<file path="src/sv/tdlc_pkg.sv">
// Shared types and constants of the TSO descriptor limit checker.
package tdlc_pkg;

    localparam int unsigned CFG_IDX_W  = 1;
    localparam int unsigned CFG_DATA_W = 16;

    typedef logic [CFG_IDX_W-1:0] t_cfg_idx;

    localparam t_cfg_idx CFG_MAX_DATA_DESCS   = 1'b0;
    localparam t_cfg_idx CFG_MAX_BUFFER_BYTES = 1'b1;

    localparam logic [3:0]  MAX_DATA_DESCS_RST   = 4'd10;
    localparam logic [15:0] MAX_BUFFER_BYTES_RST = 16'd16383;
    localparam logic [3:0]  DESC_COUNT_SAT       = 4'd15;

    // Controller to datapath
    typedef struct packed {
        logic capture;
        logic check;
        logic div_load;
        logic emit;
    } t_ctrl_cmd;

    // Datapath to controller
    typedef struct packed {
        logic need_div;
        logic div_done;
        logic last;
        logic out_free;
    } t_dp_status;

endpackage

</file>
<file path="src/sv/tdlc_in_if.sv">
// Input channel: one buffer segment per beat.
interface tdlc_in_if;
    logic        valid;
    logic        ready;
    logic [15:0] seg_len;
    logic        first_seg;
    logic        last_seg;
    logic [9:0]  hdr_bytes;
    logic [15:0] mss;
    logic        is_tso;
    logic [9:0]  total_descs;

    modport source (
        output valid, seg_len, first_seg, last_seg, hdr_bytes, mss, is_tso, total_descs,
        input  ready
    );
    modport sink (
        input  valid, seg_len, first_seg, last_seg, hdr_bytes, mss, is_tso, total_descs,
        output ready
    );
endinterface

</file>
<file path="src/sv/tdlc_out_if.sv">
// Output channel: one fit flag per packet.
interface tdlc_out_if;
    logic valid;
    logic ready;
    logic fits;

    modport source (output valid, fits, input ready);
    modport sink (input valid, fits, output ready);
endinterface

</file>
<file path="src/sv/tdlc_rem_div.sv">
// Iterative restoring remainder unit, one quotient bit per cycle.
module tdlc_rem_div #(
    parameter int unsigned W = 16
) (
    input  logic         i_clk,
    input  logic         i_rst_n,
    input  logic         i_start,
    input  logic [W-1:0] i_dividend,
    input  logic [W-1:0] i_divisor,
    output logic         o_done,
    output logic [W-1:0] o_rem
);

    localparam int unsigned CNT_W = (W > 1) ? $clog2(W) : 1;
    localparam logic [CNT_W-1:0] LAST_STEP = CNT_W'(W - 1);

    logic             r_busy;
    logic             r_done;
    logic [CNT_W-1:0] r_cnt;
    logic [W-1:0]     r_rem;
    logic [W-1:0]     r_shift;

    logic [W:0]   w_trial;
    logic [W:0]   w_diff;
    logic [W-1:0] n_rem;

    assign w_trial = {r_rem, r_shift[W-1]};
    assign w_diff  = w_trial - {1'b0, i_divisor};
    // borrow out means the trial stays
    assign n_rem   = w_diff[W] ? w_trial[W-1:0] : w_diff[W-1:0];

    always_ff @(posedge i_clk) begin
        if (!i_rst_n) begin
            r_busy <= 1'b0;
            r_done <= 1'b0;
            r_cnt  <= '0;
        end else begin
            r_done <= 1'b0;
            if (i_start) begin
                r_busy <= 1'b1;
                r_cnt  <= '0;
            end else if (r_busy) begin
                r_cnt <= r_cnt + 1'b1;
                if (r_cnt == LAST_STEP) begin
                    r_busy <= 1'b0;
                    r_done <= 1'b1;
                end
            end
        end
    end

    always_ff @(posedge i_clk) begin
        if (i_start) begin
            r_rem   <= '0;
            r_shift <= i_dividend;
        end else if (r_busy) begin
            r_rem   <= n_rem;
            r_shift <= {r_shift[W-2:0], 1'b0};
        end
    end

    assign o_done = r_done;
    assign o_rem  = r_rem;

    a_rem_below_divisor: assert property (@(posedge i_clk) disable iff (!i_rst_n)
        o_done |-> (o_rem < i_divisor))
        else $error("remainder not below divisor");

    a_no_restart_while_busy: assert property (@(posedge i_clk) disable iff (!i_rst_n)
        i_start |-> !r_busy)
        else $error("remainder unit restarted while busy");

endmodule

</file>
<file path="src/sv/tdlc_dpath.sv">
// Datapath: config registers, segment tracking state, remainder units, result register.
module tdlc_dpath (
    input  logic                  i_clk,
    input  logic                  i_rst_n,
    input  logic                  i_cfg_we,
    input  tdlc_pkg::t_cfg_idx    i_cfg_idx,
    input  logic [15:0]           i_cfg_data,
    input  logic [15:0]           i_seg_len,
    input  logic                  i_first_seg,
    input  logic                  i_last_seg,
    input  logic [9:0]            i_hdr_bytes,
    input  logic [15:0]           i_mss,
    input  logic                  i_is_tso,
    input  logic [9:0]            i_total_descs,
    input  logic                  i_out_ready,
    output logic                  o_out_valid,
    output logic                  o_fits,
    input  tdlc_pkg::t_ctrl_cmd   i_cmd,
    output tdlc_pkg::t_dp_status  o_status
);

    // configuration
    logic [3:0]  r_max_descs;
    logic [15:0] r_max_buf;

    // tracking state
    logic [3:0]  r_desc;
    logic [15:0] r_off;
    logic        r_failed;

    // captured beat
    logic [15:0] r_len;
    logic [15:0] r_seg_len;
    logic [15:0] r_mss;
    logic        r_last;
    logic        r_tso;
    logic [9:0]  r_total;

    // result register
    logic r_out_valid;
    logic r_fits;

    logic [15:0] n_len;
    logic [15:0] w_hdr;
    logic [15:0] w_buf_div;
    logic        w_skip;
    logic [16:0] w_remain;
    logic        w_limit;
    logic        w_wrap;
    logic        w_start;
    logic        w_done_a;
    logic        w_done_b;
    logic [15:0] w_rem_a;
    logic [15:0] w_rem_b;
    logic [3:0]  n_desc_wrap;
    logic        w_out_free;

    assign w_hdr = {6'd0, i_hdr_bytes};
    // saturate payload of the first segment at zero
    assign n_len = i_first_seg ? ((i_seg_len > w_hdr) ? i_seg_len - w_hdr : 16'd0)
                               : i_seg_len;

    assign w_buf_div = (r_max_buf == 16'd0) ? 16'd1 : r_max_buf;
    assign w_skip    = !r_tso || r_failed || (r_len == 16'd0);
    assign w_remain  = {1'b0, r_mss} - {1'b0, r_off};
    assign w_limit   = !w_skip && (r_desc == r_max_descs) && (w_remain != 17'd0);
    assign w_wrap    = !w_skip && !w_limit && ($signed(w_remain) < $signed({1'b0, r_len}));
    assign w_start   = i_cmd.check && w_wrap;

    assign n_desc_wrap = 4'd1 + {3'd0, (w_rem_a != 16'd0)}
                       + {3'd0, ((w_rem_b != 16'd0) && (w_rem_b < w_rem_a))};

    assign w_out_free = !r_out_valid || i_out_ready;

    tdlc_rem_div #(.W(16)) u_div_mss (
        .i_clk      (i_clk),
        .i_rst_n    (i_rst_n),
        .i_start    (w_start),
        .i_dividend (r_len),
        .i_divisor  (r_mss),
        .o_done     (w_done_a),
        .o_rem      (w_rem_a)
    );

    tdlc_rem_div #(.W(16)) u_div_buf (
        .i_clk      (i_clk),
        .i_rst_n    (i_rst_n),
        .i_start    (w_start),
        .i_dividend (r_seg_len),
        .i_divisor  (w_buf_div),
        .o_done     (w_done_b),
        .o_rem      (w_rem_b)
    );

    always_ff @(posedge i_clk) begin
        if (!i_rst_n) begin
            r_max_descs <= tdlc_pkg::MAX_DATA_DESCS_RST;
            r_max_buf   <= tdlc_pkg::MAX_BUFFER_BYTES_RST;
        end else if (i_cfg_we) begin
            unique case (i_cfg_idx)
                tdlc_pkg::CFG_MAX_DATA_DESCS:   r_max_descs <= i_cfg_data[3:0];
                tdlc_pkg::CFG_MAX_BUFFER_BYTES: r_max_buf   <= i_cfg_data;
                default: ;
            endcase
        end
    end

    always_ff @(posedge i_clk) begin
        if (!i_rst_n) begin
            r_desc   <= '0;
            r_off    <= '0;
            r_failed <= 1'b0;
        end else if (i_cmd.capture) begin
            if (i_first_seg) begin
                r_desc   <= 4'd1;
                r_off    <= '0;
                r_failed <= 1'b0;
            end
        end else if (i_cmd.check) begin
            if (w_limit) begin
                r_failed <= 1'b1;
            end else if (!w_skip && !w_wrap) begin
                r_off  <= r_off + r_len;
                r_desc <= (r_desc == tdlc_pkg::DESC_COUNT_SAT) ? r_desc : r_desc + 4'd1;
            end
        end else if (i_cmd.div_load) begin
            r_off  <= w_rem_a;
            r_desc <= n_desc_wrap;
        end
    end

    always_ff @(posedge i_clk) begin
        if (i_cmd.capture) begin
            r_len     <= n_len;
            r_seg_len <= i_seg_len;
            r_mss     <= (i_mss == 16'd0) ? 16'd1 : i_mss;
            r_last    <= i_last_seg;
            r_tso     <= i_is_tso;
            r_total   <= i_total_descs;
        end
    end

    always_ff @(posedge i_clk) begin
        if (!i_rst_n) begin
            r_out_valid <= 1'b0;
        end else if (i_cmd.emit) begin
            r_out_valid <= 1'b1;
        end else if (i_out_ready) begin
            r_out_valid <= 1'b0;
        end
    end

    always_ff @(posedge i_clk) begin
        if (i_cmd.emit) begin
            r_fits <= r_tso ? !r_failed : (r_total <= {6'd0, r_max_descs});
        end
    end

    assign o_out_valid       = r_out_valid;
    assign o_fits            = r_fits;
    assign o_status.need_div = w_wrap;
    assign o_status.div_done = w_done_a && w_done_b;
    assign o_status.last     = r_last;
    assign o_status.out_free = w_out_free;

    a_emit_into_free_slot: assert property (@(posedge i_clk) disable iff (!i_rst_n)
        i_cmd.emit |-> (!r_out_valid || i_out_ready))
        else $error("result written over an untaken beat");

    a_limit_sets_failed: assert property (@(posedge i_clk) disable iff (!i_rst_n)
        (i_cmd.check && w_limit) |=> r_failed)
        else $error("limit hit did not mark the packet failed");

    a_offset_below_mss: assert property (@(posedge i_clk) disable iff (!i_rst_n)
        i_cmd.div_load |=> (r_off < r_mss))
        else $error("offset after wrap not below mss");

endmodule

</file>
<file path="src/sv/tdlc_ctrl.sv">
// Controller: sequences capture, check, remainder wait and, on a last segment, result write per beat.
module tdlc_ctrl (
    input  logic                  i_clk,
    input  logic                  i_rst_n,
    input  logic                  i_in_valid,
    output logic                  o_in_ready,
    output tdlc_pkg::t_ctrl_cmd   o_cmd,
    input  tdlc_pkg::t_dp_status  i_status
);

    typedef enum logic [3:0] {
        S_IDLE  = 4'b0001,
        S_CHECK = 4'b0010,
        S_DIV   = 4'b0100,
        S_DONE  = 4'b1000
    } t_state;

    t_state r_state;
    t_state n_state;

    always_comb begin
        n_state = r_state;
        o_cmd   = '0;
        unique case (r_state)
            S_IDLE: begin
                if (i_in_valid) begin
                    o_cmd.capture = 1'b1;
                    n_state       = S_CHECK;
                end
            end
            S_CHECK: begin
                o_cmd.check = 1'b1;
                n_state     = i_status.need_div ? S_DIV : S_DONE;
            end
            S_DIV: begin
                if (i_status.div_done) begin
                    o_cmd.div_load = 1'b1;
                    n_state        = S_DONE;
                end
            end
            S_DONE: begin
                // on the last segment, hold until the result register frees up
                if (!i_status.last) begin
                    n_state = S_IDLE;
                end else if (i_status.out_free) begin
                    o_cmd.emit = 1'b1;
                    n_state    = S_IDLE;
                end
            end
            default: n_state = S_IDLE;
        endcase
    end

    always_ff @(posedge i_clk) begin
        if (!i_rst_n) begin
            r_state <= S_IDLE;
        end else begin
            r_state <= n_state;
        end
    end

    assign o_in_ready = (r_state == S_IDLE);

    a_one_beat_at_a_time: assert property (@(posedge i_clk) disable iff (!i_rst_n)
        (i_in_valid && o_in_ready) |=> !o_in_ready)
        else $error("second beat taken while one is in flight");

    a_emit_only_on_last: assert property (@(posedge i_clk) disable iff (!i_rst_n)
        o_cmd.emit |-> i_status.last)
        else $error("result written for a non-last segment");

    a_div_load_after_wait: assert property (@(posedge i_clk) disable iff (!i_rst_n)
        o_cmd.div_load |-> $past(r_state == S_CHECK || r_state == S_DIV))
        else $error("remainder loaded without a divide");

endmodule

</file>
<file path="src/sv/tso_descriptor_limit_checker_unit.sv">
// TSO descriptor limit checker: top level.
//
// The input channel takes a packet one buffer segment per beat. first_seg
// opens a packet, last_seg closes it. For TSO segments the block follows
// the payload through mss-sized pieces, counting data descriptors per piece;
// non-TSO packets only compare total_descs with the limit. The output
// channel carries one fits beat per packet, on its last segment.
// The configuration port writes max_data_descs (index 0) or
// max_buffer_bytes (index 1); write only while the block is idle.
//
// One segment is taken at a time. Each passes through capture and check,
// then the result write on a last segment; a segment that crosses a TSO
// segment boundary also waits while two 16-step remainder units (offset
// within mss and offset within the buffer limit) run side by side.
// Reset clears tracking state, restores the register defaults and empties
// the result register. While the receiver stalls a finished result waits
// in the result register; the next segment is still accepted and worked
// on, and only its own result write waits for the register to free up.
module tso_descriptor_limit_checker_unit (
    input  logic               i_clk,
    input  logic               i_rst_n,
    input  logic               i_cfg_we,
    input  tdlc_pkg::t_cfg_idx i_cfg_idx,
    input  logic [15:0]        i_cfg_data,
    tdlc_in_if.sink            i_in,
    tdlc_out_if.source         o_out
);

    tdlc_pkg::t_ctrl_cmd  w_cmd;
    tdlc_pkg::t_dp_status w_status;

    tdlc_ctrl u_ctrl (
        .i_clk      (i_clk),
        .i_rst_n    (i_rst_n),
        .i_in_valid (i_in.valid),
        .o_in_ready (i_in.ready),
        .o_cmd      (w_cmd),
        .i_status   (w_status)
    );

    tdlc_dpath u_dpath (
        .i_clk         (i_clk),
        .i_rst_n       (i_rst_n),
        .i_cfg_we      (i_cfg_we),
        .i_cfg_idx     (i_cfg_idx),
        .i_cfg_data    (i_cfg_data),
        .i_seg_len     (i_in.seg_len),
        .i_first_seg   (i_in.first_seg),
        .i_last_seg    (i_in.last_seg),
        .i_hdr_bytes   (i_in.hdr_bytes),
        .i_mss         (i_in.mss),
        .i_is_tso      (i_in.is_tso),
        .i_total_descs (i_in.total_descs),
        .i_out_ready   (o_out.ready),
        .o_out_valid   (o_out.valid),
        .o_fits        (o_out.fits),
        .i_cmd         (w_cmd),
        .o_status      (w_status)
    );

endmodule
</file>
<file path="src/flat_wrapper.sv">
// flat-port wrapper written by rule: the top's interface ports become plain ports
module tso_descriptor_limit_checker_unit_flat 
  (i_clk, i_rst_n, i_cfg_we, i_cfg_idx, i_cfg_data, i_in_valid, i_in_seg_len, i_in_first_seg, i_in_last_seg, i_in_hdr_bytes, i_in_mss, i_in_is_tso, i_in_total_descs, i_in_ready, o_out_valid, o_out_fits, o_out_ready);
  tdlc_in_if i_in_i ();
  tdlc_out_if o_out_i ();
  input  logic i_clk;
  input  logic i_rst_n;
  input  logic i_cfg_we;
  input  tdlc_pkg::t_cfg_idx i_cfg_idx;
  input  logic [15:0] i_cfg_data;
  input wire logic [$bits(i_in_i.valid)-1:0] i_in_valid;
  input wire logic [$bits(i_in_i.seg_len)-1:0] i_in_seg_len;
  input wire logic [$bits(i_in_i.first_seg)-1:0] i_in_first_seg;
  input wire logic [$bits(i_in_i.last_seg)-1:0] i_in_last_seg;
  input wire logic [$bits(i_in_i.hdr_bytes)-1:0] i_in_hdr_bytes;
  input wire logic [$bits(i_in_i.mss)-1:0] i_in_mss;
  input wire logic [$bits(i_in_i.is_tso)-1:0] i_in_is_tso;
  input wire logic [$bits(i_in_i.total_descs)-1:0] i_in_total_descs;
  output wire logic [$bits(i_in_i.ready)-1:0] i_in_ready;
  output wire logic [$bits(o_out_i.valid)-1:0] o_out_valid;
  output wire logic [$bits(o_out_i.fits)-1:0] o_out_fits;
  input wire logic [$bits(o_out_i.ready)-1:0] o_out_ready;
  assign i_in_i.valid = i_in_valid;
  assign i_in_i.seg_len = i_in_seg_len;
  assign i_in_i.first_seg = i_in_first_seg;
  assign i_in_i.last_seg = i_in_last_seg;
  assign i_in_i.hdr_bytes = i_in_hdr_bytes;
  assign i_in_i.mss = i_in_mss;
  assign i_in_i.is_tso = i_in_is_tso;
  assign i_in_i.total_descs = i_in_total_descs;
  assign i_in_ready = i_in_i.ready;
  assign o_out_valid = o_out_i.valid;
  assign o_out_fits = o_out_i.fits;
  assign o_out_i.ready = o_out_ready;
  tso_descriptor_limit_checker_unit u_core (.i_clk(i_clk), .i_rst_n(i_rst_n), .i_cfg_we(i_cfg_we), .i_cfg_idx(i_cfg_idx), .i_cfg_data(i_cfg_data), .i_in(i_in_i), .o_out(o_out_i));
endmodule
</file>
<file path="config.mk">
export PLATFORM = sky130hd
export DESIGN_NAME = tso_descriptor_limit_checker_unit_flat
export DESIGN_NICKNAME = d
export VERILOG_FILES = /design/src/sv/tdlc_pkg.sv /design/src/sv/tdlc_in_if.sv /design/src/sv/tdlc_out_if.sv /design/src/sv/tdlc_rem_div.sv /design/src/sv/tdlc_dpath.sv /design/src/sv/tdlc_ctrl.sv /design/src/sv/tso_descriptor_limit_checker_unit.sv /design/src/flat_wrapper.sv
export SDC_FILE = /design/constraint.sdc
export NUM_CORES = 1
export LEC_CHECK = 0
export BUFFER_PORTS_ARGS = -buffer_cell sky130_fd_sc_hd__buf_2
export CAP_MARGIN = 20
export CORE_AREA = 2 2 193 195
export DETAILED_ROUTE_END_ITERATION = 12
export DIE_AREA = 0 0 195 197
export GPL_TIMING_DRIVEN = 1
export PLACE_DENSITY_LB_ADDON = 0.25
export SYNTH_ARGS = -nofsm -noshare
export SYNTH_HDL_FRONTEND = slang
export SYNTH_SLANG_ARGS = --single-unit
</file>
<file path="constraint.sdc">
create_clock -name i_clk -period 6.3 [get_ports i_clk]
set_input_delay 0.315 -clock i_clk [delete_from_list [all_inputs] [get_ports i_clk]]
set_output_delay 0.315 -clock i_clk [all_outputs]
set_load 0.01 [all_outputs]
</file>
**Word level (Yosys, flattened, before mapping)**

Cells that the tools add are included.
W data, S select, Z words.

- Add/sub/neg operators: 10
- $lt $le $gt $ge: 4
- Eq/ne operators: 15
- Muxes and demuxes: 51
- Bitwise operators: 4
- Reduce and logical (&&, ||, !) cells: 38

Operators by type and width:

| cell | number |
|---|---|
| $mux W16 | 15 |
| $logic_not A16 Y1 | 3 |
| $mux W4 | 12 |
| $sub A17 B16 Y17 | 2 |
| $reduce_bool A16 Y1 | 2 |
| $mux W1 | 23 |
| $lt A17 B17 Y1 | 1 |
| $reduce_bool A17 Y1 | 1 |
| $sub A16 B16 Y17 | 1 |
| $add A16 B16 Y16 | 1 |
| $eq A4 B4 Y1 const B | 4 |
| $gt A16 B10 Y1 | 1 |
| $lt A16 B16 Y1 | 1 |
| $pmux W4 S4 | 1 |
| $sub A16 B10 Y16 | 1 |
| $add A4 B1 Y4 const B | 3 |
| $le A10 B4 Y1 | 1 |
| $reduce_bool A2 Y1 | 5 |
| $logic_and A1 B1 Y1 | 8 |
| $logic_not A1 Y1 | 6 |
| $ne A2 B2 Y1 const B | 3 |
| $ne A3 B2 Y1 const B | 2 |
| $reduce_and A3 Y1 | 2 |
| $reduce_or A3 Y1 | 2 |
| 15 further kinds | 21 |

- Register bits after elaboration: 183
- Input bits: 77
- Output and inout port bits: 3
- Word-level logic and storage cells: 146

**Logic depth before layout (Yosys ltp)**

Gate-level depths: netlist of the first run.

- Word-level depth: 15
- Depth in mapped cells: 20
- Gate-level depth less buffers: 18

**By module**

A second synthesis of the first run with hierarchy kept.

- Cells, all modules: 1,459
- Area, all modules: 12,922.4 um^2

Modules (own cells, without submodules):

| module | times used | cells an instance | area each (um^2) | sequential area each (um^2) |
|---|---|---|---|---|
| tdlc_dpath | 1 | 827 | 7,257.0 | 2,672.6 |
| tdlc_rem_div | 2 | 301 | 2,696.3 | 920.9 |
| tdlc_ctrl | 1 | 30 | 272.8 | 80.1 |

**Worst setup path before layout of the first run**

No wires, ideal clock.

- Kind: register to register
- Start point: register u_core.u_dpath.r_mss[0]
- End point: register u_core.u_dpath.u_div_buf.r_shift[10], data pin
- Library setup time: 0.260 ns
- Data arrival time: 3.806 ns
- Required time: 6.040 ns
- Path slack: 2.235 ns
- Stages on the path, launching flop included: 20
- Buffers on the path: 1
- Period minus slack after synthesis: 4.065 ns
- Path through: edfxtp_1 > inv_1 > ha_1 > inv_1 > fa_1 > a211oi_2 > o21ai_1 > a2111oi_0 > a211o_1 > ha_1 > a21o_1 > a21oi_1 > o21ai_0 > a31oi_1 > o31ai_1 > nor3_1 > nand3_2 > nand2_2 > buf_4 > mux2_2

- Longest elaborated chain between the ends: 8
- Elaborated cells between the ends (all ways): 9
- Classes of those cells: 1 x add/sub; 1 x order compare; 1 x mux; 6 x reduce/logical

RTL lines:

| element | RTL line | RTL |
|---|---|---|
| from (decl) | tdlc_dpath.sv:34 | `logic [15:0] r_mss;` |
| from (signal assigned) | tdlc_dpath.sv:136 | `r_mss <= (i_mss == 16'd0) ? 16'd1 : i_mss;` |
| $sub A16 B16 Y17 (*) | tdlc_dpath.sv:65 | `assign w_remain = {1'b0, r_mss} - {1'b0, r_off};` |
| branches (longest 4 deep; another with $lt A17 B17 Y1) | - |  |
| $logic_and A1 B1 Y1 (*) | tdlc_dpath.sv:67 | `assign w_wrap = !w_skip && !w_limit && ($signed(w_remain) < $signed({1'b0, r_len}));` |
| $logic_and A1 B1 Y1 (*) | tdlc_dpath.sv:68 | `assign w_start = i_cmd.check && w_wrap;` |
| $mux W16 (*) | tdlc_rem_div.sv:53 | `if (i_start) begin` |
| to (signal assigned) | tdlc_rem_div.sv:55 | `r_shift <= i_dividend;` |
| to (signal assigned) | tdlc_rem_div.sv:58 | `r_shift <= {r_shift[W-2:0], 1'b0};` |
| to (decl) | tdlc_rem_div.sv:21 | `logic [W-1:0] r_shift;` |

Every way passes the cells marked *.
A chain may end at the register's enable or synchronous reset.

**Final worst setup path of the first run**

- Start point: register u_core.u_dpath.r_mss[0]
- End point: register u_core.u_dpath.u_div_buf.r_rem[13], in the netlist u_core.u_dpath.u_div_buf.o_rem[13]

- Longest elaborated chain between the ends: 7
- Elaborated cells between the ends (all ways): 8
- Classes of those cells: 1 x add/sub; 1 x order compare; 6 x reduce/logical

RTL lines:

| element | RTL line | RTL |
|---|---|---|
| $sub A16 B16 Y17 (*) | tdlc_dpath.sv:65 |  |
| branches (longest 4 deep; another with $lt A17 B17 Y1) | - |  |
| $logic_and A1 B1 Y1 (*) | tdlc_dpath.sv:67 |  |
| $logic_and A1 B1 Y1 (*) | tdlc_dpath.sv:68 |  |
| to (signal assigned) | tdlc_rem_div.sv:57 | `r_rem <= n_rem;` |
| to (decl) | tdlc_rem_div.sv:20 | `logic [W-1:0] r_rem;` |

Marks and branches as above.

==> flow_summary.ini, run 1 <==
[logic_synthesis]
synth.avg_cell_area_um2 = 9.122
synth_xor_area_share_pct = 4.132
synthSimpleGateAreaFrac_pct = 16.29
synth_cell_types = 100
ys_warn_count = 0
syn_nets = 1564
synth_area_leaders = edfxtp_1 22%, dfxtp_1 14%, ha_1 11%
synthAdderAreaFrac_pct = 11.91
syn_inst = 1371
synth-edff-count = 93
synth.yosys.seq_area_share_pct = 36.74
syn_area_mm2 = 0.01251
synth_top_area_share_pct = 22.33
synth_compound_area_share_pct = 20.33
ys_ff_latch = 183
synthFlopType = edfxtp_1
yosysTopAreaCell = edfxtp_1
synth_top_family_by_area = compound AO/OA/AOI/OAI gates
muxShareOfSynthArea_pct = 4.392
async_flop_share_pct = 0

[place]
dpl.cell_count = 1862
dp_hpwl_um = 25440
gp_congestion = 0.9080
portBuffers = 79

[timing]
fmax_mhz = 196.0
min_period_over_period_pct = 80.98
slew_viol_final = 0
slew_headroom_pct = 28.97
clock_skew_ps = 11.34
hold_viol_final = 0
worstMarginPinSlew_ps = 1064
setup-tns-final_ps = 0
finalSetupViolations = 0
post-route-min-period_ps = 5102
fin_hold_ws_ps = 46.37
rsz0062_at_grt = no

[detailed_routing]
final_antenna_net_count = 0
first_pass_iters = 5
wl_um = 33270
vias = 10250
via_per_inst = 5.413
post_drt_wl_per_cell_um = 17.56
drt_iter0_drc = 492
route.detailed.drc = 0

[layout]
num-nets-final = 1607
multi_input_area_mm2 = 0.007142
ff_latch_area_mm2 = 0.004594
syn_to_final_growth_pct = 11.06
n_fill_cell = 3707
num_antenna_cells = 0
final_common_cell = inv_1
final_cell_mix = 126 x inv_1, 111 x ha_1, 107 x nor2_1
drive_gt1_share_pct = 12.06
stdcell_count = 1894

[global_route]
grt-ovfl-total = 0
grt_max_degree = 65
grt_usage_pct = 17.49
grt_pass1_wl_um = 52970
antenna_found_initial = 0
grt_pass1_vias = 9926

[worst_setup_path]
crit_fanout = 45
critPathRequiredTime_ps = 6650
cp.arrival_ps = 5460
reg2reg_depth = 17
crit_top_cell = inv_1
crit_cells = 17
max_stage_delay_ps = 580
critPathSlowestCell = o31ai_1
critPathBufInv = 4
worstSetupPathType = reg -> reg
crit_family = compound AO/OA/AOI/OAI gates
end_kind = flop
start_kind = flop
cp_cell_sequence = inv_1, ha_1, inv_1, fa_1, a211oi_2, o21ai_1, a21oi_2, o311ai_2, xor2_1, ha_1, nand4_1, o31ai_1, inv_1, o211ai_1, nand2_2, buf_4, nor4_1

[clock_tree]
clock_path_buffers = 2
path_clk_slew_ps = 70
cts_num_sinks = 183
postCtsSetupRepairBufs = 0
cts_buffers = 17
postCtsResizedCells = 0
cts-root-buf = clkbuf_16
clk_latency_ps = 450
cts_htree_levels = 4
tritoncts = yes
hold_buffers = 0

[floorplan]
fp.dieW_um = 195
io_pins = 80
die_area_mm2 = 0.03842
initial_core_util_pct = 34.49
die_h_um = 197
fp-row-count = 70
fp.coreArea_mm2 = 0.03626

[power]
p_total_mw = 6.398
p_leak_nw = 5.664
vdd.ir_drop.worst_mv = 0.2421
power_density_mw_per_mm2 = 460.7

[status]
status = completed

[worst_hold_path]
whs_path_depth = 1
hp-class = in -> reg

[flow_run]
drv_cap = 0
flip-flops by register name (all words and copies together) (netlist names), 10 cells and up:
name,flops
u_core.u_dpath.u_div_buf.o_rem,16
u_core.u_dpath.u_div_mss.r_shift,16
u_core.u_dpath.r_len,16
u_core.u_dpath.r_off,16
u_core.u_dpath.r_total,10
u_core.u_dpath.u_div_mss.o_rem,16
u_core.u_dpath.r_max_buf,16
u_core.u_dpath.r_mss,16
u_core.u_dpath.r_seg_len,16
u_core.u_dpath.u_div_buf.r_shift,16
layout make-up:
type / instances / share of cell area, %
Timing Repair Buffer: 88 / 3.369
Clock buffer: 17 / 3.063
Inverter: 129 / 3.486
Multi-Input combinational cell: 995 / 51.42
Sequential cell: 183 / 33.08
Clock inverter: 14 / 1.360
Tap cell: 468 / 4.216
through the flow:
step | instance area, um^2 | utilization, % | setup WS [ps]
finish | 13890 | 38.30 | 1198
global route | 13890 | 38.30 | 780.7
CTS | 13880 | 38.27 | 1219
detailed placement | 13260 | 36.57 | 1223
global placement | 13260 | 36.57 | 1374
floorplan | 12510 | - | 2235
report_power, final:
| group | internal [mW] | switching [mW] | leakage, nW | total [mW] |
|---|---|---|---|---|
| Clock | 0.636 | 0.505 | 0.302 | 1.14 |
| Combinational | 1.36 | 1.98 | 3.76 | 3.33 |
| Sequential | 1.59 | 0.331 | 1.61 | 1.92 |
layer usage:
metal | track usage (%) | wire length, um
met2 | 29.29 | 15740
met3 | 3.063 | 1169
met4 | 6.022 | 861
met1 | 22.79 | 15500
met5 | 0 | 0
synthesized netlist by cell type, types with 6 or more instances:
cell type,count
nor2_1,107
xor2_1,24
o21bai_1,6
a31oi_1,17
mux2i_1,20
clkbuf_1,48
o41ai_1,6
o21ai_0,63
o21a_1,12
a211oi_2,11
o211ai_1,26
xnor2_1,35
a211oi_1,33
dfxtp_1,90
nand2_1,88
nor2b_1,12
nand4_1,10
nor4_1,26
a21o_1,18
ha_1,111
and3_1,9
inv_1,126
nor3_1,48
nand3_1,38
nand2b_1,22
mux2_1,24
a21oi_1,85
edfxtp_1,93
mux2_2,7
buf_4,8
worst paths after layout:
check,from,endpoint,slack (ps)
setup / recovery,u_core.u_dpath.r_mss[0],u_core.u_dpath.u_div_buf.o_rem[13],1200
hold / removal,i_in_total_descs[2],u_core.u_dpath.r_total[2],50
setup reg to reg,u_core.u_dpath.r_mss[0],u_core.u_dpath.u_div_buf.o_rem[13],1200
hold reg to reg,u_core.u_dpath.u_div_buf.r_cnt[3],u_core.u_dpath.u_div_buf.o_done,490
cell families after synthesis:
group / count (synthesis)
xor+xnor: 59
mux: 51
flops: 183
fa+ha+maj: 116
compound gates: 364
buf+inv: 193
simple gates: 405
(Power assumes the default switching activity.)
==> run 2: changes to the inputs <==
Clock period 6.3 ns to 4.6 ns, I/O delays scaled along.
==> flow_summary.ini, run 2 (synthesized netlist as in run 1, its figures left out) <==
[status]
status = completed

[detailed_routing]
wl_um = 33620
final_antenna_net_count = 0
route.detailed.drc = 0
via_per_inst = 5.306
drt_iter0_drc = 693
first_pass_iters = 5
vias = 10370
post_drt_wl_per_cell_um = 17.20

[floorplan]
die_area_mm2 = 0.03842
die_h_um = 197
fp-row-count = 70
io_pins = 80
fp.dieW_um = 195
initial_core_util_pct = 34.49
fp.coreArea_mm2 = 0.03626

[timing]
fmax_mhz = 228.4
finalSetupViolations = 0
fin_hold_ws_ps = 19.28
rsz0062_at_grt = no
hold_viol_final = 0
slew_viol_final = 0
clock_skew_ps = 11.27
slew_headroom_pct = 31.48
finalWorstSetupSlack_ps = 221.4
worstMarginPinSlew_ps = 1002
post-route-min-period_ps = 4379
min_period_over_period_pct = 95.19

[global_route]
grt_usage_pct = 17.62
grt_pass1_wl_um = 53490
grt_max_degree = 35
grt_pass1_vias = 9919
grt-ovfl-total = 0
antenna_found_initial = 0

[flow_run]
drv_cap = 0

[layout]
num-nets-final = 1667
n_fill_cell = 3666
drive_gt1_share_pct = 13.32
final_cell_mix = 126 x inv_1, 111 x ha_1, 107 x nor2_1
final_common_cell = inv_1
syn_to_final_growth_pct = 15.95
fin_util_pct = 39.99
num_antenna_cells = 0

[place]
dp_hpwl_um = 25480
preCtsSetupSlack_ps = -13.27
portBuffers = 79
gp_congestion = 0.9022

[clock_tree]
cts_htree_levels = 4
tritoncts = yes
clock_path_buffers = 2
cts_buffers = 17
path_clk_slew_ps = 70
cts-root-buf = clkbuf_16
clk_latency_ps = 450
cts_num_sinks = 183

[power]
power_density_mw_per_mm2 = 608.1
p_total_mw = 8.817
vdd.ir_drop.worst_mv = 0.3069
p_leak_nw = 5.909

[worst_hold_path]
hp-class = in -> reg
whs_path_depth = 3
hold_end = u_core.u_dpath.r_max_buf[14]
hold_start = i_cfg_data[14]

[worst_setup_path]
crit_fanout = 16
timing.rr.start = u_core.u_dpath.r_mss[0]
rrSetupSlack_ps = 220
cp.arrival_ps = 4580
end_kind = flop
critPathRequiredTime_ps = 4800
worstSetupPathType = reg -> reg
r2r-end = u_core.u_dpath.u_div_buf.r_shift[14]
reg2reg_depth = 19
start_kind = flop
run 2: power breakdown:
part | leakage, nW | total [mW] | internal (mW) | switching, mW
clock | 0.267 | 1.42 | 0.713 | 0.709
combinational | 4.04 | 4.76 | 1.98 | 2.79
sequential | 1.61 | 2.63 | 2.17 | 0.457
total | 5.91 | 8.82 | 4.86 | 3.95
run 2: layout make-up:
cell class,instances,area [um^2],area share [%]
clock buffers,17,425.4,2.934
inverters,129,484.2,3.339
repair buffers,148,1095,7.550
clock inverters,15,131.4,0.9060
well taps,468,585.6,4.038
flip-flops and latches,183,4594,31.69
multi-input cells,995,7184,49.55
run 2: worst max-delay path by stage:
stage                                        from                              endpoint
final                     u_core.u_dpath.r_mss[0]  u_core.u_dpath.u_div_buf.r_shift[14]
after global routing      u_core.u_dpath.r_mss[0]               u_core.u_dpath.r_off[0]
after detailed placement  u_core.u_dpath.r_mss[0]  u_core.u_dpath.u_div_mss.r_shift[10]
after floorplan           u_core.u_dpath.r_mss[0]  u_core.u_dpath.u_div_buf.r_shift[10]
after CTS                 u_core.u_dpath.r_mss[0]   u_core.u_dpath.u_div_mss.r_shift[6]
after global placement    u_core.u_dpath.r_mss[0]   u_core.u_dpath.u_div_mss.r_shift[1]
run 2: per-stage QoR:
stage / instances / setup TNS (ps) / cell area (um^2)
global placement: 1874 / 0 / 13380
CTS: 1947 / 0 / 14350
floorplan: 1371 / 0 / 12510
detailed placement: 1874 / -61.93 / 13380
global route: 1955 / 0 / 14500
finish: 1955 / 0 / 14500
run 2: repair_timing:
action                                 in CTS  in global routing
hold buffers                               41                  1
gates cloned                                0                  2
endpoints found under the hold margin      41                  1
setup buffers                               0                  5
resized for setup                           1                  9
pin swaps                                   0                  9
setup endpoints to repair                  25                 64
run 2: critical path: stages (launching register included):
cell      delay (ps)
edfxtp_1         410
inv_1             90
ha_1             160
inv_1             70
fa_2             400
a211oi_2         320
o21ai_2          140
a21o_1           210
a211o_1          280
ha_1             310
a21o_1           180
a21oi_1          120
o21ai_0           80
a31oi_1          240
o31ai_4          180
nor3_2           150
nand3_2          140
nand2_4          160
buf_12           160
mux2_2           330
run 2: layer usage:
layer  track usage [%]  share of wire [%]  up-vias
met3             2.823                2.8       28
met5                 0                  0        -
met2             29.34                 47      173
met1             23.71                 48     4930
met4             4.863                1.7        0
li1                  -                  -     5242
